===== src/hw/rtl/kmmrt_pkg.sv =====
// ----------------------------------------------------------------------------
// kmmrt_pkg
// Shared types and sizes for the keyed min/max range tracker.
// ----------------------------------------------------------------------------
package kmmrt_pkg;

    localparam int TABLE_DEPTH = 64;
    localparam int ADDR_W      = $clog2(TABLE_DEPTH);
    localparam int FILL_W      = $clog2(TABLE_DEPTH + 1);
    localparam int SEEN_MAX    = 127;

    typedef enum logic {
        REQ_SAMPLE = 1'b0,
        REQ_FINISH = 1'b1
    } t_req;

    typedef struct packed {
        logic               req_type;
        logic        [15:0] profile_id;
        logic        [15:0] bin_index;
        logic signed [31:0] angle_value;
    } t_item;

    typedef struct packed {
        logic        [15:0] key;
        logic        [15:0] low_bin;
        logic        [15:0] high_bin;
        logic signed [31:0] low_angle;
        logic signed [31:0] high_angle;
    } t_entry;

    localparam int ENTRY_W = $bits(t_entry);

    // queue head as seen by the back end
    typedef struct packed {
        logic  valid;
        t_item item;
    } t_qhead;

endpackage


===== src/hw/rtl/kmmrt_if.sv =====
// ----------------------------------------------------------------------------
// kmmrt request and result channels
// Valid/ready channels carrying one request or one result.
// ----------------------------------------------------------------------------
interface kmmrt_req_if;
    logic               valid;
    logic               ready;
    logic               req_type;
    logic        [15:0] profile_id;
    logic        [15:0] bin_index;
    logic signed [31:0] angle_value;

    modport source (output valid, req_type, profile_id, bin_index, angle_value,
                    input ready);
    modport sink   (input valid, req_type, profile_id, bin_index, angle_value,
                    output ready);
endinterface



===== src/hw/rtl/kmmrt_front.sv =====
// ----------------------------------------------------------------------------
// kmmrt_front
// Accepts requests into a two-entry queue ahead of the table engine.
// ----------------------------------------------------------------------------
module kmmrt_front (
    input  logic                  i_clk,
    input  logic                  i_rst_n,
    kmmrt_req_if.sink             i_req,
    output kmmrt_pkg::t_qhead     o_head,
    input  logic                  i_pop
);
    import kmmrt_pkg::*;

    t_item      r_q [2];
    logic       r_wp, r_rp;
    logic [1:0] r_cnt;
    logic       push, pop;

    assign i_req.ready = (r_cnt != 2'd2);
    assign push        = i_req.valid && i_req.ready;
    assign pop         = i_pop && (r_cnt != 2'd0);

    always_ff @(posedge i_clk) begin
        if (push) begin
            r_q[r_wp] <= '{i_req.req_type, i_req.profile_id, i_req.bin_index,
                           i_req.angle_value};
        end
    end

    always_ff @(posedge i_clk) begin
        if (!i_rst_n) begin
            r_wp  <= 1'b0;
            r_rp  <= 1'b0;
            r_cnt <= 2'd0;
        end else begin
            if (push) r_wp <= ~r_wp;
            if (pop)  r_rp <= ~r_rp;
            r_cnt <= r_cnt + {1'b0, push} - {1'b0, pop};
        end
    end

    assign o_head.valid = (r_cnt != 2'd0);
    assign o_head.item  = r_q[r_rp];
endmodule


===== src/flat_wrapper.sv =====
// flat-port wrapper written by rule: the top's interface ports become plain ports
module kmmrt_front_flat import kmmrt_pkg::*;
  (i_clk, i_rst_n, o_head, i_pop, i_req_valid, i_req_req_type, i_req_profile_id, i_req_bin_index, i_req_angle_value, i_req_ready);
  kmmrt_req_if i_req_i ();
  input  logic i_clk;
  input  logic i_rst_n;
  output kmmrt_pkg::t_qhead o_head;
  input  logic i_pop;
  input wire logic [$bits(i_req_i.valid)-1:0] i_req_valid;
  input wire logic [$bits(i_req_i.req_type)-1:0] i_req_req_type;
  input wire logic [$bits(i_req_i.profile_id)-1:0] i_req_profile_id;
  input wire logic [$bits(i_req_i.bin_index)-1:0] i_req_bin_index;
  input wire logic [$bits(i_req_i.angle_value)-1:0] i_req_angle_value;
  output wire logic [$bits(i_req_i.ready)-1:0] i_req_ready;
  assign i_req_i.valid = i_req_valid;
  assign i_req_i.req_type = i_req_req_type;
  assign i_req_i.profile_id = i_req_profile_id;
  assign i_req_i.bin_index = i_req_bin_index;
  assign i_req_i.angle_value = i_req_angle_value;
  assign i_req_ready = i_req_i.ready;
  kmmrt_front u_core (.i_clk(i_clk), .i_rst_n(i_rst_n), .i_req(i_req_i), .o_head(o_head), .i_pop(i_pop));
endmodule

===== config.mk =====
export PLATFORM = sky130hd
export DESIGN_NAME = kmmrt_front_flat
export DESIGN_NICKNAME = d
export VERILOG_FILES = /design/src/hw/rtl/kmmrt_pkg.sv /design/src/hw/rtl/kmmrt_if.sv /design/src/hw/rtl/kmmrt_front.sv /design/src/flat_wrapper.sv
export SDC_FILE = /design/constraint.sdc
export NUM_CORES = 1
export LEC_CHECK = 0
export ABC_AREA = 1
export BUFFER_PORTS_ARGS = -buffer_cell sky130_fd_sc_hd__buf_2
export CAP_MARGIN = 20
export CELL_PAD_IN_SITES_DETAIL_PLACEMENT = 1
export CELL_PAD_IN_SITES_GLOBAL_PLACEMENT = 2
export CORE_ASPECT_RATIO = 2
export CORE_MARGIN = 2
export CORE_UTILIZATION = 40
export DETAILED_ROUTE_END_ITERATION = 8
export PLACE_DENSITY = 0.88
export SLEW_MARGIN = 20
export SYNTH_ARGS = -nofsm -noshare
export SYNTH_HDL_FRONTEND = slang
export SYNTH_SLANG_ARGS = --single-unit

===== constraint.sdc =====
create_clock -name i_clk -period 7.3 [get_ports i_clk]
set_input_delay 1.095 -clock i_clk [delete_from_list [all_inputs] [get_ports i_clk]]
set_output_delay 1.095 -clock i_clk [all_outputs]
set_load 0.05 [all_outputs]

==> flow_summary.yaml, run 1 <==
timing:
  fin_skew_ns: 0.00822
  hold_viol_final: 0
  finalMaxSlewViolations: 0
  post-route-period-util_pct: 42.6
  relSlewSlack_pct: 40.0
  tns_ns: 0
  rsz0062_at_grt: "false"
  worst_pin_slew_ns: 0.901
  fin_crit_ns: 3.11
  fmax_ghz: 0.321
  finalSetupViolations: 0
clocking:
  clockBufferDepth: 2
  cts_buffers: 17
  cts_tree: "yes"
  cts_setup_buffers: 0
  path_clk_slew_ns: 0.05
  cts_root_buffer: "clkbuf_16"
  holdBufCountCts: 0
  clk_latency_ns: 0.40
  htree_num_levels: 4
  cts_sinks: 135
  cts-resized-gates: 0
routing:
  routed_wl_um: 10200
  drc: 0
  vias_per_cell: 4.74
  vias: 2624
  drt-initial-drc-count: 82
  routedWlPerCell_um: 18.4
  final_antenna_net_count: 0
  drtPass1Iterations: 4
critical_path:
  timing.rr.end: "u_core.r_q[1][50]"
  cp.required_ns: 6.20
  worstSetupPathType: "flop to output pin"
  reg2reg_depth: 5
  critPathLaunchType: "flop"
  crit_fanout: 36
  worstPathArrival_ns: 2.02
  r2r-start: "u_core.r_cnt[0]"
  cp-end-kind: "output pin"
  reg2reg_setup_slack_ns: 5.18
place:
  placed_area_um2: 5960
  dp_hpwl_um: 6950
  portBuffers: 135
  routabilityCongestion: 0.687
die:
  ios: 136
  die-area_um2: 13800
  coreArea_um2: 12600
  die_h_um: 164
  die_x_um: 84.2
  start_util_pct: 41.0
  rows: 58
power_and_ir_drop:
  p_leak_nw: 2.59
  pwr_density_cell_nw_per_um2: 421
  peakVddDrop_uv: 237
synthesis:
  ys_seq_elements: 135
  syn_inst: 240
  netlist_area_um2: 5140
  postSynthAreaPerCell_um2: 21.4
  yosys_warnings: 0
  synth.distinct_cells: 12
  postSynthNetCount: 311
  synth_seq_area_share_pct: 77.8
final_layout:
  areaGrowthSynthToFinish_pct: 27.5
  postLayoutCellArea_um2: 6560
  drive_gt1_share_pct: 58.6
  final_net_count: 461
global_route:
  grt_max_degree: 66
  grt_pass1_vias: 2929
  antenna_found_initial: 3
  grt_use_total_pct: 15.3
  grt_overflow: 0
  grt_pass1_wl_um: 15500
worst_hold_path:
  hold_depth: 2
  hold_path.startpoint: "u_core.r_rp"
  hold_path.class: "flop to flop"
status:
  status: "finished, final reports clean"
run:
  maxCapViolations: 0
[state kept, by name, summed over array words and instances (netlist names), named ones only]
name,count
u_core.r_wp,1
u_core.r_q,130
u_core.r_cnt,2
u_core.r_rp,1
[area by class of cell]
cell class / count / area (µm²)
Antenna cell: 3 / 7.51
Tap cell: 150 / 188
Clock inverter: 13 / 135
Timing Repair Buffer: 138 / 718
Clock buffer: 17 / 425
Inverter: 9 / 33.8
Multi-Input combinational cell: 89 / 1040
Fill cell: 1184 / 6000
Sequential cell: 135 / 4010
[placed cells by master (no fill, tap or decap), drive strengths merged]
cell type  count
buf          138
edfxtp       130
mux2          65
clkbuf        17
nand2          9
inv            9
nor2           8
clkinv         7
dfxtp          5
clkinvlp       4
diode          3
nand3          3
a21oi          2
ha             2
bufinv         2
[critical path: stages (launching register included)]
cell and delay (ns):
dfxtp_4 0.70, buf_16 0.32, mux2_2 0.36, buf_2 0.21
[synth_stat cells, drive strengths merged]
cell / count / area (µm²)
nand2: 9 / 33.8
edfxtp: 130 / 3900
buf: 7 / 72.6
nor2: 8 / 30.0
ha: 2 / 25.0
mux2: 65 / 920
inv: 9 / 33.8
a21oi: 2 / 10.0
nand3: 3 / 15.0
dfxtp: 5 / 100
[how the worst max path moves through the flow]
stage / slack, ns / start / to / cells past startpoint
after global placement: 4.46 / flop / o_head[64] / 2
after detailed placement: 4.43 / flop / o_head[5] / 2
after CTS: 3.99 / flop / o_head[1] / 2
final: 4.19 / flop / o_head[1] / 3
after global routing: 4.07 / flop / o_head[1] / 3
after floorplan: 2.91 / i_req_valid / u_core.r_q[0][0] / 2
[per-stage QoR]
stage          instances  total power [mW]  setup slack (ns)  hold slack [ns]  utilization, %
3_5_place_dp         520              1.98              4.43            0.508            47.5
3_3_place_gp         520              1.95              4.46            0.493            47.5
4_1_cts              550              2.79              3.99            0.550            51.9
2_1_floorplan        240              1.80              2.91            0.467               -
6_report             554              2.76              4.19            0.553            52.2
5_1_grt              552              2.86              4.07            0.589            52.2
[report_power, final]
group / total, mW / switching, mW / internal, mW / leakage [nW]
Sequential: 1.05 / 0.0592 / 0.995 / 1.26
Combinational: 0.905 / 0.627 / 0.279 / 1.07
Clock: 0.800 / 0.304 / 0.496 / 0.264
[cell families (layout without fill, tap and decap cells)]
group	Yosys count	count (layout)	share of synthesized area (%)
buf+inv	16	177	2.07
simple gates	20	20	1.53
compound gates	2	2	0.195
flops	135	135	77.8
fa+ha+maj	2	2	0.486
mux	65	65	17.9
other cells	0	3	0
[per-layer routing]
| layer | vias up | share of wire, % | wire length (µm) | track usage [%] |
|---|---|---|---|---|
| met3 | 15 | 5.3 | 543 | 5.45 |
| li1 | 1230 | - | - | - |
| met1 | 1295 | 31 | 3120 | 13.9 |
| met4 | 2 | 2.4 | 243 | 6.89 |
| met5 | - | 0.11 | 11 | 0 |
| met2 | 82 | 62 | 6260 | 29.5 |
Power figures use the tool's default switching activity.
==> inputs of run 2 (changes only) <==
--- a/config.mk
+++ b/config.mk
@@ -12,9 +12,9 @@
 export CELL_PAD_IN_SITES_GLOBAL_PLACEMENT = 2
 export CORE_ASPECT_RATIO = 2
 export CORE_MARGIN = 2
-export CORE_UTILIZATION = 40
+export CORE_UTILIZATION = 38
 export DETAILED_ROUTE_END_ITERATION = 8
-export PLACE_DENSITY = 0.88
+export PLACE_DENSITY = 0.85
 export SLEW_MARGIN = 20
 export SYNTH_ARGS = -nofsm -noshare
 export SYNTH_HDL_FRONTEND = slang
==> constraint.sdc (replaced) <==
create_clock -name i_clk -period 2.96 [get_ports i_clk]
set_input_delay 0.444 -clock i_clk [delete_from_list [all_inputs] [get_ports i_clk]]
set_output_delay 0.444 -clock i_clk [all_outputs]
set_load 0.05 [all_outputs]
==> flow_summary.yaml, run 2 (synthesis results as in run 1) <==
final_layout:
  drive_gt1_share_pct: 59.0
  final_common_cell: "buf_2"
  regMostFlops: "u_core.r_q"
  num-fill-cells: 1329
  reg.largest.list: "u_core.r_q x130, u_core.r_cnt x2"
  final_net_count: 463
  seq_area_um2: 4010
  largest_reg_flops: 130
  areaGrowthSynthToFinish_pct: 28.6
  antennaDiodeCount: 0
  mostFrequentLayoutCells: "buf_2, edfxtp_1, mux2_4, clkbuf_16, mux2_2"
  multi_input_area_um2: 1040
critical_path:
  crit_family: "flip-flops"
  path_cells: "buf_4, mux2_4, buf_2"
  cpMaxStageDelayCell: "dfxtp_4"
  critPathLaunchType: "flop"
  critPathMaxStageDelay_ns: 0.63
  worstPathArrival_ns: 1.96
  path_buf_inv: 2
  crit_fanout: 23
  cp.required_ns: 2.52
  cp-end-kind: "output pin"
  worstSetupPathType: "flop to output pin"
clocking:
  clockBufferDepth: 2
  cts_sinks: 135
  holdBufCountCts: 0
  path_clk_slew_ns: 0.06
  clk_latency_ns: 0.41
  cts_setup_buffers: 0
  cts_buffers: 17
  htree_num_levels: 4
  cts_tree: "yes"
  cts_root_buffer: "clkbuf_16"
  cts-resized-gates: 0
power_and_ir_drop:
  pwr_density_cell_nw_per_um2: 1050
  netSwitchingFraction_pct: 35.8
  p_switching_mw: 2.49
  power_frac_clock_pct: 30.4
  p_int_mw: 4.48
  combPwrFrac_pct: 32.6
  p_leak_nw: 2.63
  peakVddDrop_uv: 605
  p_seq_share_pct: 37.0
global_route:
  grt_max_degree: 66
  grt_pass1_wl_um: 15900
  grt_pass1_vias: 2963
  grt_overflow: 0
  grt_use_total_pct: 15.1
  antenna_found_initial: 0
timing:
  tns_ns: 0
  relSlewSlack_pct: 60.1
  hold_viol_final: 0
  worst_pin_slew_ns: 0.598
  finalMaxSlewViolations: 0
  layout_setup_ws_ns: 0.551
  finalSetupViolations: 0
  rsz0062_at_grt: "false"
  post-route-period-util_pct: 81.4
  fin_skew_ns: 0.00736
  fmax_ghz: 0.415
  fin_crit_ns: 2.41
routing:
  final_antenna_net_count: 0
  vias_per_cell: 4.69
  vias: 2626
  drtPass1Iterations: 6
  routed_wl_um: 10500
  routedWlPerCell_um: 18.8
  drc: 0
  drt-initial-drc-count: 158
place:
  pre_cts_ws_ns: 0.967
  portBuffers: 135
  dp_hpwl_um: 7320
  routabilityCongestion: 0.750
die:
  ios: 136
  start_util_pct: 38.5
  die_h_um: 169
  die_x_um: 86.3
  rows: 60
  die-area_um2: 14500
  coreArea_um2: 13400
run:
  maxCapViolations: 0
status:
  status: "finished, final reports clean"
worst_hold_path:
  hold_path.class: "input pin to flop"
==> run 2: changes by cell type in the layout (fill, tap and decap cells not counted), sizes merged <==
cell / change
diode: -3
inv: +3
buf: +2
clkinvlp: -2
bufinv: +1
clkbuf: +1
clkinv: -1
==> run 2: final cells by class <==
cell class | instances | share of cell area, %
inverters | 9 | 0.511
clock buffers | 18 | 6.49
well taps | 155 | 2.93
repair buffers | 140 | 11.2
multi-input cells | 89 | 15.7
flip-flops and latches | 135 | 60.6
clock inverters | 14 | 2.61
==> run 2: power groups by stage <==
stage	clock (mW)	combinational, mW	sequential, mW
5_1_grt	2.25	2.37	2.62
4_1_cts	2.16	2.30	2.59
3_3_place_gp	0	2.25	2.60
2_1_floorplan	0	1.88	2.55
6_report	2.12	2.27	2.58
3_5_place_dp	0	2.30	2.63
==> run 2: metrics by stage <==
step                total power [mW]  hold WS, ns  utilization [%]  area [µm²]  cells
floorplan                       4.43        0.467                -        5150    240
global placement                4.85        0.489             45.0        6010    528
global route                    7.24        0.196             49.5        6620    560
detailed placement              4.92        0.509             45.0        6010    528
CTS                             7.05        0.195             49.5        6620    560
finish                          6.97        0.215             49.5        6620    560
==> run 2: final timing paths <==
kind | start | endpoint | slack [ns] | cells after the start
hold / removal | i_req_angle_value[9] | u_core.r_q[0][9] | 0.21 | 1
setup reg to reg | u_core.r_cnt[0] | u_core.r_q[1][45] | 1.04 | 5
hold reg to reg | u_core.r_rp | u_core.r_rp | 0.53 | 2
setup / recovery | flop | o_head[33] | 0.55 | 3
==> run 2: layer usage <==
metal  global-route usage (%)  vias up  share of wire (%)  routed length, µm
met3                     5.36       14                5.3                553
met1                     14.2     1314                 32               3360
met4                     6.11        0                1.8                185
li1                         -     1227                  -                  -
met2                     28.7       71                 61               6420
met5                        0        -                  0                  0
